### config.mk
export PLATFORM = sky130hd
export DESIGN_NAME = http_request_header_parser
export DESIGN_NICKNAME = d
export VERILOG_FILES = /design/src/hw/rtl/hrp_pkg.sv /design/src/hw/rtl/hrp_front.sv /design/src/hw/rtl/hrp_queue.sv /design/src/hw/rtl/hrp_back.sv /design/src/hw/rtl/http_request_header_parser.sv
export VERILOG_INCLUDE_DIRS = /design/src /design/src/hw/rtl
export SDC_FILE = /design/constraint.sdc
export NUM_CORES = 1
export LEC_CHECK = 0
export ABC_AREA = 1
export BUFFER_PORTS_ARGS = -buffer_cell sky130_fd_sc_hd__buf_2
export CORE_UTILIZATION = 57
export CTS_BUF_LIST = sky130_fd_sc_hd__clkbuf_8
export CTS_CLUSTER_DIAMETER = 30
export CTS_CLUSTER_SIZE = 14
export DETAILED_ROUTE_END_ITERATION = 7
export PLACE_DENSITY_LB_ADDON = 0.3
export SETUP_SLACK_MARGIN = 0.4
export SYNTH_ARGS = -nofsm -noshare
export SYNTH_HDL_FRONTEND = slang
export SYNTH_HIERARCHICAL = 1
export SYNTH_SLANG_ARGS = --single-unit
### constraint.sdc
create_clock -name clk -period 3.85 [get_ports clk]
set_input_delay 0.1925 -clock clk [delete_from_list [all_inputs] [get_ports clk]]
set_output_delay 0.1925 -clock clk [all_outputs]
set_load 0.02 [all_outputs]
### src/hw/rtl/http_request_header_parser_assert.svh
// assertion macros for the http request header parser
// used by the top level only, needs clk and rst in scope
`ifndef HTTP_REQUEST_HEADER_PARSER_ASSERT_SVH
`define HTTP_REQUEST_HEADER_PARSER_ASSERT_SVH

// same-cycle implication
`define HRP_ASSERT_NOW(lbl, ante, cons, msg) \
  lbl: assert property (@(posedge clk) disable iff (rst) (ante) |-> (cons)) else $error(msg);

// next-cycle implication
`define HRP_ASSERT_NEXT(lbl, ante, cons, msg) \
  lbl: assert property (@(posedge clk) disable iff (rst) (ante) |=> (cons)) else $error(msg);

`endif

### src/hw/rtl/hrp_pkg.sv
// shared types and codes for the http request header parser
// no dependencies
`timescale 1ns / 1ps
`default_nettype none

package hrp_pkg;

  localparam int QUEUE_DEPTH = 2;
  localparam int QUEUE_PTR_WIDTH = $clog2(QUEUE_DEPTH);
  localparam int QUEUE_CNT_WIDTH = $clog2(QUEUE_DEPTH + 1);
  localparam int VERSION_OUT_WIDTH = 16;

  typedef enum logic [1:0] {
    S_MORE = 2'd0,
    S_DONE = 2'd1,
    S_BAD  = 2'd2
  } status_t;

  typedef enum logic [2:0] {
    K_NONE     = 3'd0,
    K_METHOD   = 3'd1,
    K_URI      = 3'd2,
    K_NEW_NAME = 3'd3,
    K_NAME     = 3'd4,
    K_VALUE    = 3'd5
  } kind_t;

  typedef enum logic [4:0] {
    PS_METHOD_START = 5'd0,
    PS_METHOD       = 5'd1,
    PS_URI          = 5'd2,
    PS_H            = 5'd3,
    PS_T1           = 5'd4,
    PS_T2           = 5'd5,
    PS_P            = 5'd6,
    PS_SLASH        = 5'd7,
    PS_MAJOR_START  = 5'd8,
    PS_MAJOR        = 5'd9,
    PS_MINOR_START  = 5'd10,
    PS_MINOR        = 5'd11,
    PS_NL1          = 5'd12,
    PS_LINE_START   = 5'd13,
    PS_LWS          = 5'd14,
    PS_NAME         = 5'd15,
    PS_SPACE_VALUE  = 5'd16,
    PS_VALUE        = 5'd17,
    PS_NL2          = 5'd18,
    PS_NL3          = 5'd19
  } parse_state_t;

  // classified byte as it travels through the queue
  typedef struct packed {
    logic       start;
    logic [7:0] value;
    logic       tok;
    logic       ctl;
    logic       dig;
    logic       sp;
    logic       ws;
    logic       cr;
    logic       lf;
    logic       colon;
    logic       slash;
    logic       dot;
    logic       ch_h;
    logic       ch_t;
    logic       ch_p;
  } byte_class_t;

endpackage

`default_nettype wire

### src/hw/rtl/hrp_front.sv
// front end: takes request bytes and classifies each one for the parser
// depends on hrp_pkg
`timescale 1ns / 1ps
`default_nettype none

module hrp_front (
  input  wire logic               byte_valid,
  output logic                    byte_stall,
  input  wire logic               start_req,
  input  wire logic [7:0]         data_byte,
  input  wire logic               queue_full,
  output logic                    push,
  output hrp_pkg::byte_class_t    entry
);
  import hrp_pkg::*;

  logic ctl;
  logic sep;

  always_comb begin
    ctl = (data_byte <= 8'd31) || (data_byte == 8'd127);
    sep = data_byte inside {"(", ")", "<", ">", "@", ",", ";", ":", "\\", "\"",
                            "/", "[", "]", "?", "=", "{", "}", " "};

    entry.start = start_req;
    entry.value = data_byte;
    entry.ctl   = ctl;
    entry.tok   = !data_byte[7] && !ctl && !sep;
    entry.dig   = data_byte inside {["0":"9"]};
    entry.sp    = data_byte == " ";
    entry.ws    = (data_byte == " ") || (data_byte == 8'h09);
    entry.cr    = data_byte == 8'h0d;
    entry.lf    = data_byte == 8'h0a;
    entry.colon = data_byte == ":";
    entry.slash = data_byte == "/";
    entry.dot   = data_byte == ".";
    entry.ch_h  = data_byte == "H";
    entry.ch_t  = data_byte == "T";
    entry.ch_p  = data_byte == "P";
  end

  assign byte_stall = queue_full;
  assign push       = byte_valid && !queue_full;

endmodule

`default_nettype wire

### src/hw/rtl/hrp_queue.sv
// short queue of classified bytes between front end and parser
// depends on hrp_pkg
`timescale 1ns / 1ps
`default_nettype none

module hrp_queue (
  input  wire logic                 clk,
  input  wire logic                 rst,
  input  wire logic                 push,
  input  wire hrp_pkg::byte_class_t push_data,
  output logic                      full,
  input  wire logic                 pop,
  output logic                      q_valid,
  output hrp_pkg::byte_class_t      q_data
);
  import hrp_pkg::*;

  byte_class_t                slots [QUEUE_DEPTH];
  logic [QUEUE_PTR_WIDTH-1:0] wr_ptr;
  logic [QUEUE_PTR_WIDTH-1:0] rd_ptr;
  logic [QUEUE_CNT_WIDTH-1:0] count;

  assign full    = count == QUEUE_CNT_WIDTH'(QUEUE_DEPTH);
  assign q_valid = count != '0;
  assign q_data  = slots[rd_ptr];

  always_ff @(posedge clk) begin
    if (push) begin
      slots[wr_ptr] <= push_data;
    end
  end

  always_ff @(posedge clk) begin
    if (rst) begin
      wr_ptr <= '0;
      rd_ptr <= '0;
      count  <= '0;
    end else begin
      if (push) begin
        wr_ptr <= (wr_ptr == QUEUE_PTR_WIDTH'(QUEUE_DEPTH - 1)) ? '0 : wr_ptr + 1'b1;
      end
      if (pop) begin
        rd_ptr <= (rd_ptr == QUEUE_PTR_WIDTH'(QUEUE_DEPTH - 1)) ? '0 : rd_ptr + 1'b1;
      end
      if (push && !pop) begin
        count <= count + 1'b1;
      end else if (pop && !push) begin
        count <= count - 1'b1;
      end
    end
  end

endmodule

`default_nettype wire

### src/hw/rtl/hrp_back.sv
// back end: request parse state machine, version counters and result register
// depends on hrp_pkg
`timescale 1ns / 1ps
`default_nettype none

module hrp_back #(
  parameter int VERSION_WIDTH = 16
) (
  input  wire logic                 clk,
  input  wire logic                 rst,
  input  wire logic                 q_valid,
  input  wire hrp_pkg::byte_class_t q_data,
  output logic                      pop,
  output logic                      result_valid,
  input  wire logic                 result_stall,
  output logic [1:0]                status,
  output logic [2:0]                char_kind,
  output logic [7:0]                char_value,
  output logic [hrp_pkg::VERSION_OUT_WIDTH-1:0] version_major,
  output logic [hrp_pkg::VERSION_OUT_WIDTH-1:0] version_minor
);
  import hrp_pkg::*;

  localparam int ACC_WIDTH = VERSION_WIDTH + 4;

  parse_state_t             parse_state;
  parse_state_t             parse_state_next;
  parse_state_t             st_in;
  logic                     header_seen;
  logic                     header_seen_next;
  logic                     hs_in;
  logic [VERSION_WIDTH-1:0] major_count;
  logic [VERSION_WIDTH-1:0] major_next;
  logic [VERSION_WIDTH-1:0] maj_in;
  logic [VERSION_WIDTH-1:0] minor_count;
  logic [VERSION_WIDTH-1:0] minor_next;
  logic [VERSION_WIDTH-1:0] min_in;
  logic [VERSION_WIDTH-1:0] acc_src;
  logic [ACC_WIDTH-1:0]     acc_sum;
  logic [VERSION_WIDTH-1:0] acc_val;
  status_t                  status_next;
  kind_t                    kind_next;

  assign pop = q_valid && (!result_valid || !result_stall);

  // restart applies before the byte is looked at
  always_comb begin
    st_in  = q_data.start ? PS_METHOD_START : parse_state;
    hs_in  = q_data.start ? 1'b0 : header_seen;
    maj_in = q_data.start ? '0 : major_count;
    min_in = q_data.start ? '0 : minor_count;
  end

  // shared decimal accumulator, saturating
  always_comb begin
    acc_src = (st_in inside {PS_MAJOR_START, PS_MAJOR}) ? maj_in : min_in;
    acc_sum = ACC_WIDTH'({acc_src, 3'b000}) + ACC_WIDTH'({acc_src, 1'b0})
            + ACC_WIDTH'(q_data.value[3:0]);
    acc_val = (acc_sum[ACC_WIDTH-1:VERSION_WIDTH] != '0) ? '1
            : acc_sum[VERSION_WIDTH-1:0];
  end

  always_comb begin
    parse_state_next = st_in;
    header_seen_next = hs_in;
    major_next       = maj_in;
    minor_next       = min_in;
    status_next      = S_MORE;
    kind_next        = K_NONE;
    case (st_in)
      PS_METHOD_START: begin
        if (q_data.tok) begin
          parse_state_next = PS_METHOD;
          kind_next        = K_METHOD;
        end else status_next = S_BAD;
      end
      PS_METHOD: begin
        if (q_data.sp) parse_state_next = PS_URI;
        else if (q_data.tok) kind_next = K_METHOD;
        else status_next = S_BAD;
      end
      PS_URI: begin
        if (q_data.sp) parse_state_next = PS_H;
        else if (q_data.ctl) status_next = S_BAD;
        else kind_next = K_URI;
      end
      PS_H: begin
        if (q_data.ch_h) parse_state_next = PS_T1;
        else status_next = S_BAD;
      end
      PS_T1: begin
        if (q_data.ch_t) parse_state_next = PS_T2;
        else status_next = S_BAD;
      end
      PS_T2: begin
        if (q_data.ch_t) parse_state_next = PS_P;
        else status_next = S_BAD;
      end
      PS_P: begin
        if (q_data.ch_p) parse_state_next = PS_SLASH;
        else status_next = S_BAD;
      end
      PS_SLASH: begin
        if (q_data.slash) begin
          major_next       = '0;
          minor_next       = '0;
          parse_state_next = PS_MAJOR_START;
        end else status_next = S_BAD;
      end
      PS_MAJOR_START: begin
        if (q_data.dig) begin
          major_next       = acc_val;
          parse_state_next = PS_MAJOR;
        end else status_next = S_BAD;
      end
      PS_MAJOR: begin
        if (q_data.dot) parse_state_next = PS_MINOR_START;
        else if (q_data.dig) major_next = acc_val;
        else status_next = S_BAD;
      end
      PS_MINOR_START: begin
        if (q_data.dig) begin
          minor_next       = acc_val;
          parse_state_next = PS_MINOR;
        end else status_next = S_BAD;
      end
      PS_MINOR: begin
        if (q_data.cr) parse_state_next = PS_NL1;
        else if (q_data.dig) minor_next = acc_val;
        else status_next = S_BAD;
      end
      PS_NL1: begin
        if (q_data.lf) parse_state_next = PS_LINE_START;
        else status_next = S_BAD;
      end
      PS_LINE_START: begin
        if (q_data.cr) parse_state_next = PS_NL3;
        else if (hs_in && q_data.ws) parse_state_next = PS_LWS;
        else if (q_data.tok) begin
          header_seen_next = 1'b1;
          kind_next        = K_NEW_NAME;
          parse_state_next = PS_NAME;
        end else status_next = S_BAD;
      end
      PS_LWS: begin
        if (q_data.cr) parse_state_next = PS_NL2;
        else if (q_data.ws) parse_state_next = PS_LWS;
        else if (q_data.ctl) status_next = S_BAD;
        else begin
          kind_next        = K_VALUE;
          parse_state_next = PS_VALUE;
        end
      end
      PS_NAME: begin
        if (q_data.colon) parse_state_next = PS_SPACE_VALUE;
        else if (q_data.tok) kind_next = K_NAME;
        else status_next = S_BAD;
      end
      PS_SPACE_VALUE: begin
        if (q_data.sp) parse_state_next = PS_VALUE;
        else status_next = S_BAD;
      end
      PS_VALUE: begin
        if (q_data.cr) parse_state_next = PS_NL2;
        else if (q_data.ctl) status_next = S_BAD;
        else kind_next = K_VALUE;
      end
      PS_NL2: begin
        if (q_data.lf) parse_state_next = PS_LINE_START;
        else status_next = S_BAD;
      end
      PS_NL3: begin
        status_next = q_data.lf ? S_DONE : S_BAD;
      end
      default: begin
        status_next = S_BAD;
      end
    endcase
  end

  always_ff @(posedge clk) begin
    if (rst) begin
      parse_state  <= PS_METHOD_START;
      header_seen  <= 1'b0;
      major_count  <= '0;
      minor_count  <= '0;
      result_valid <= 1'b0;
    end else begin
      if (pop) begin
        parse_state  <= parse_state_next;
        header_seen  <= header_seen_next;
        major_count  <= major_next;
        minor_count  <= minor_next;
        result_valid <= 1'b1;
      end else if (!result_stall) begin
        result_valid <= 1'b0;
      end
    end
  end

  always_ff @(posedge clk) begin
    if (pop) begin
      status        <= status_next;
      char_kind     <= kind_next;
      char_value    <= (kind_next != K_NONE) ? q_data.value : 8'd0;
      version_major <= VERSION_OUT_WIDTH'(major_next);
      version_minor <= VERSION_OUT_WIDTH'(minor_next);
    end
  end

endmodule

`default_nettype wire

### src/hw/rtl/http_request_header_parser.sv
// http request header parser, one request byte per transaction
// an accepted byte is written into the queue, then the parser pops it and registers its result
// throughput: one byte per cycle while result_stall is low, set by the parse state machine
// a two-entry queue sits between the classifying front end and the parser
// reset clears the queue, the parse state, header flag and version counters
// depends on hrp_pkg, hrp_front, hrp_queue, hrp_back and the assertion header
`timescale 1ns / 1ps
`default_nettype none

`include "http_request_header_parser_assert.svh"

module http_request_header_parser #(
  parameter int VERSION_WIDTH = 16
) (
  input  wire logic        clk,
  input  wire logic        rst,
  input  wire logic        byte_valid,
  output logic             byte_stall,
  input  wire logic        start_req,
  input  wire logic [7:0]  data_byte,
  output logic             result_valid,
  input  wire logic        result_stall,
  output logic [1:0]       status,
  output logic [2:0]       char_kind,
  output logic [7:0]       char_value,
  output logic [hrp_pkg::VERSION_OUT_WIDTH-1:0] version_major,
  output logic [hrp_pkg::VERSION_OUT_WIDTH-1:0] version_minor
);
  import hrp_pkg::*;

  logic        push;
  logic        queue_full;
  logic        pop;
  logic        q_valid;
  byte_class_t entry;
  byte_class_t q_data;

  hrp_front u_front (
    .byte_valid (byte_valid),
    .byte_stall (byte_stall),
    .start_req  (start_req),
    .data_byte  (data_byte),
    .queue_full (queue_full),
    .push       (push),
    .entry      (entry)
  );

  hrp_queue u_queue (
    .clk       (clk),
    .rst       (rst),
    .push      (push),
    .push_data (entry),
    .full      (queue_full),
    .pop       (pop),
    .q_valid   (q_valid),
    .q_data    (q_data)
  );

  hrp_back #(
    .VERSION_WIDTH (VERSION_WIDTH)
  ) u_back (
    .clk           (clk),
    .rst           (rst),
    .q_valid       (q_valid),
    .q_data        (q_data),
    .pop           (pop),
    .result_valid  (result_valid),
    .result_stall  (result_stall),
    .status        (status),
    .char_kind     (char_kind),
    .char_value    (char_value),
    .version_major (version_major),
    .version_minor (version_minor)
  );

  `HRP_ASSERT_NOW(a_bad_no_char, result_valid && (status == S_BAD), char_kind == K_NONE, "malformed byte tagged as character")
  `HRP_ASSERT_NOW(a_none_zero_value, result_valid && (char_kind == K_NONE), char_value == 8'd0, "untagged result carries a byte")
  `HRP_ASSERT_NEXT(a_queue_drains, q_valid && !result_valid, result_valid, "queued byte not taken by idle parser")
  `HRP_ASSERT_NEXT(a_done_on_lf, result_valid && (status == S_DONE) && !result_stall && !q_valid, !result_valid, "result not released")

endmodule

`default_nettype wire
==> results by stage <==
Run:
- Max-cap violations in this run came to 0.

Drt:
- The met1 routed wirelength after detailed routing is 10,200 um.
- The remaining antenna violation count is 0.
- The routed wire length on met2 is between 10,000 and 15,000 um.
- In the routed layout, each cell is associated on average with a via count of a little under 6.
- For this block, the initial DRC count from the detailed router was about 860.
- The wire length per cell after detailed routing is approximately 18 um.
- The detailed-route DRC error count is 0.
- Detailed routing placed a total of roughly 2200 um of wire on met3.
- Routed signal wires occupy layers up through met4.
- The first detailed-routing pass took 5 iterations.
- After detailed routing, the total wire length is 27,300 um.
- The routed layout has between 9,000 and 10,000 vias.

Finish:
- At the end of the flow, the number of nets in the layout was approximately 1,400.
- In the layout the commonest cells are sky130_fd_sc_hd__nand2_1 (323), sky130_fd_sc_hd__inv_1 (179), sky130_fd_sc_hd__nor2_1 (101).
- The antenna diode instance count is 0.
- The most common library cell in the layout ignoring fill and taps is sky130_fd_sc_hd__nand2_1.
- Fill cells in the final layout number roughly 1,000.
- The final cell utilization of the core is about 75%.
- Relative to the synthesized area, the layout overhead comes to 26.5%.
- The layout cell share with drive strength beyond 1 is a little over a quarter.

Pwr:
- For this design the static power due to leakage is 0.00548 uW.
- The worst-case IR drop observed on VDD is about 0.48 mV.
- Dividing total power by cell area gives a power density of a little over 800 nW/um^2.

Yosys:
- The register bit count reported by yosys is 133.
- The yosys synthesis warning count is 6.
- sky130_fd_sc_hd__edfxtp_1 takes more of the synthesized area than any other cell.
- By area the synthesized netlist is led by sky130_fd_sc_hd__edfxtp_1 (31%), sky130_fd_sc_hd__nand2_1 (16%), sky130_fd_sc_hd__dfxtp_1 (10%), sky130_fd_sc_hd__inv_1 (7.9%), sky130_fd_sc_hd__nor2_1 (4.8%).
- The dominant synthesized flop cell is sky130_fd_sc_hd__edfxtp_1.
- Of the post-synthesis cell area, the dominant cell type holds a little under a third.
- Sequential cells were found to cover between 40 and 50% of the synthesized design area.
- The share of flip-flops with an asynchronous set or reset after synthesis is 0%.
- The post-synthesis cell count is around 1,200.
- In this run, synthesis inferred between 80 and 90 flip-flops with an integrated enable.
- After synthesis the cells add up to 8760 um^2.
- The synthesized area divided by synthesized cell count is 7.20 um^2.
- The synthesized netlist net count is approximately 1,300.
- The number of library cell types mapped by synthesis is 47.

Global route:
- The pin count of the biggest net entering global routing is between 40 and 50.
- Summed over all layers, the global routing overflow is 0.
- The initial antenna violation count is 0.
- The number of global-route vias before repair came to 8,484.
- The total global routing track utilization is around 34%.
- The global-route wire length before repair is approximately 41,000 um.

Place:
- Routability-driven placement finished with a final weighted congestion of around 1.0.
- The number of buffers inserted by port buffering is 59.
- Detailed placement finished with a half-perimeter wire length of between 15,000 and 20,000 um.

Clock tree:
- TritonCTS built the clock tree.
- The clock buffer count from CTS is 17.
- CTS placed an instance of sky130_fd_sc_hd__clkbuf_8 at the clock tree root.
- Clock latency on the worst-skew pair, taken at its later pin, is ~0.46 ns.
- The maximum level of the CTS H-tree is 4.
- The clock slew seen by the registers of the worst setup and hold paths is about 0.08 ns.
- The number of buffers on the longest clock path is 2.
- The tree built by TritonCTS fans out to approximately 130 sinks.

Worst setup path:
- STA classifies the critical path startpoint as a flop.
- The register-to-register path setup slack is -0.08 ns.
- Grouping stages by cell kind, the critical path spends the most delay in simple AND/OR/NAND/NOR gates.
- The startpoint-to-endpoint class of the critical path is flop to flop.
- The data arrival time of the critical path is 4.14 ns.
- The slowest stage of the critical path is the sky130_fd_sc_hd__ha_1 cell.
- For the worst flop-to-flop path, the logic depth is 22.
- For the worst setup path, the data required time is a little over 4 ns.
- The top fanout value on the critical path is 12.
- Traced cell by cell, the critical path runs through mux2_4 -> buf_4 -> nor2_1 -> nand2_1 -> o21ai_2 -> ha_1 -> ha_1 -> nand2_1 -> nand2_1 -> a21oi_1 -> nand2_2 -> nand2_1 -> nand3b_1 -> nand2_2 -> nand2_4 -> nor2_4 -> buf_6 -> nand2_4 -> nand2_2 -> nand2_2 -> nand2_2 -> nand2_1.
- For this run, the slowest stage of the critical path takes 0.37 ns.
- The count of buffer and inverter cells on the critical path is 2.
- In this run the critical register-to-register path is captured at u_back/version_minor[5]$_DFFE_PP_.
- STA classifies the critical path endpoint as a flop.

STA:
- Setup violations remaining at the end of the flow were counted as 31.
- The number of hold-slack violations in the final timing report came to 0.
- Setup repair after global routing could not meet its margin everywhere.
- The clock period minus worst slack is between 3 and 4 ns.
- For the pin with the worst max-slew slack, the measured transition is 1.05 ns.
- Final hold analysis gives a worst-case slack of around 0.050 ns.
- The share of the clock period used by the worst path is 102%.
- The clock arrives with around 0.016 ns of skew.
- The worst max-slew margin expressed relative to the limit is between 30% and 40%.
- The top achievable clock speed is between 200 and 300 MHz.
- The setup slack of the critical path after layout is -0.0793 ns.
- The number of pins with negative max-slew slack in the final report is 0.

Floorplanning:
- The die covers ~16,000 um^2.
- The starting density of the core is between 50% and 60%.
- Measured along the x axis, the die boundary spans ~130 um.
- The number of standard-cell rows in the floorplan is 44.
- 60 I/O pins were placed.
- After floorplanning, the core was sized to cover about 15,000 um^2.
- The floorplan step set the die height to approximately 130 um.

Outcome:
- The final reports fail on negative setup slack.
- The run finished, with violations left.

Worst hold path:
- The capture endpoint of the worst hold path is u_queue/slots[1][14]$_DFFE_PP_.
- The start point of the worst min-delay path is data_byte[1].
- Counting instances, the worst hold path has a depth of 1.
- The min-delay analysis places its worst path in the category input pin to flop.
-- flip-flops by register name, summed over array words and instances, names as in the netlist, named ones only --
register and cells:
u_queue/slots 44, u_back/major_count 16, u_back/minor_count 16, u_back/version_major 16, u_back/version_minor 16, u_back/char_value 8, u_back/parse_state 5, u_back/char_kind 3
u_back/status 2, u_queue/count 2, u_back/header_seen 1, u_back/result_valid 1, u_queue/rd_ptr 1, u_queue/wr_ptr 1
-- cell families (layout without fill, tap and decap cells) --
| kind of cell | Yosys count | in the layout | synth area share [%] |
|---|---|---|---|
| simple gates | 606 | 606 | 28.9 |
| fa+ha+maj | 34 | 34 | 5.03 |
| compound gates | 170 | 170 | 10.4 |
| buf+inv | 240 | 397 | 11.1 |
| xor+xnor | 12 | 12 | 1.20 |
| flops | 133 | 133 | 40.6 |
| mux | 22 | 22 | 2.83 |
-- power by group --
group          total (uW)  internal, uW  switching [uW]
Combinational        5590          2060            3530
Clock                1160           526             638
Sequential           2370          2190             179
-- metrics by stage --
step,cells,cell area (um^2),power (uW),setup slack (ns),TNS (ns)
3_3_place_gp,1496,9740,6980,0.0121,0
3_5_place_dp,1496,9740,7010,-0.0343,-0.0882
4_1_cts,1550,10800,8690,0.0799,0
2_1_floorplan,1217,8860,5490,0.0155,0
5_1_grt,1558,11100,9620,-0.234,-10.07
6_report,1558,11100,9120,-0.0793,-1.00
-- worst max path at each step --
| stage | from | end | slack [ns] | cells past startpoint |
|---|---|---|---|---|
| 2_1_floorplan | flop | u_back/version_major[13]$_DFFE_PP_ | 0.02 | 26 |
| 3_3_place_gp | flop | u_back/version_major[14]$_DFFE_PP_ | 0.01 | 24 |
| 3_5_place_dp | u_queue/slots[0][21]$_DFFE_PP_ | u_back/version_major[14]$_DFFE_PP_ | -0.03 | 24 |
| 4_1_cts | u_queue/slots[0][21]$_DFFE_PP_ | u_back/version_minor[7]$_DFFE_PP_ | 0.08 | 24 |
| 5_1_grt | u_queue/slots[0][21]$_DFFE_PP_ | u_back/minor_count[12]$_SDFFE_PP0P_ | -0.23 | 25 |
| 6_report | flop | u_back/version_minor[5]$_DFFE_PP_ | -0.08 | 22 |
-- final cells by class --
cell class	count	area (um^2)	share of cell area [%]
multi-input cells	844	4940	44.6
flip-flops and latches	133	3550	32.1
repair buffers	170	1230	11.1
inverters	196	744	6.72
clock buffers	17	234	2.11
well taps	184	230	2.08
clock inverters	14	140	1.26
-- cells in the mapped netlist, types with 8 or more instances --
master                     count
sky130_fd_sc_hd__mux2_2       22
sky130_fd_sc_hd__nand2_1     376
sky130_fd_sc_hd__inv_2        11
sky130_fd_sc_hd__o21ai_1      10
sky130_fd_sc_hd__inv_1       185
sky130_fd_sc_hd__ha_1         32
sky130_fd_sc_hd__nand3_1      64
sky130_fd_sc_hd__nor3_1       11
sky130_fd_sc_hd__xor2_1        8
sky130_fd_sc_hd__clkbuf_1     28
sky130_fd_sc_hd__nor2_1      111
sky130_fd_sc_hd__edfxtp_1     89
sky130_fd_sc_hd__nand3b_1     10
sky130_fd_sc_hd__a21oi_1      70
sky130_fd_sc_hd__nand4_1       9
sky130_fd_sc_hd__o21ai_0      67
sky130_fd_sc_hd__buf_4        12
sky130_fd_sc_hd__dfxtp_1      44
-- layer usage --
metal | up-vias | track usage [%]
met5 | - | 0
met1 | 4154 | 39.6
li1 | 4204 | -
met3 | 136 | 6.37
met4 | 0 | 21.8
met2 | 526 | 56.7
-- repair_timing --
action                                 CTS  global route
hold buffers                             9             0
endpoints found under the hold margin   17             0
gates cloned                             2             0
pin swaps                               32            37
setup endpoints to repair               64            64
buffers inserted                        12             8
resized for setup                       91            51
Note: power is estimated with default switching activity, not from simulation.
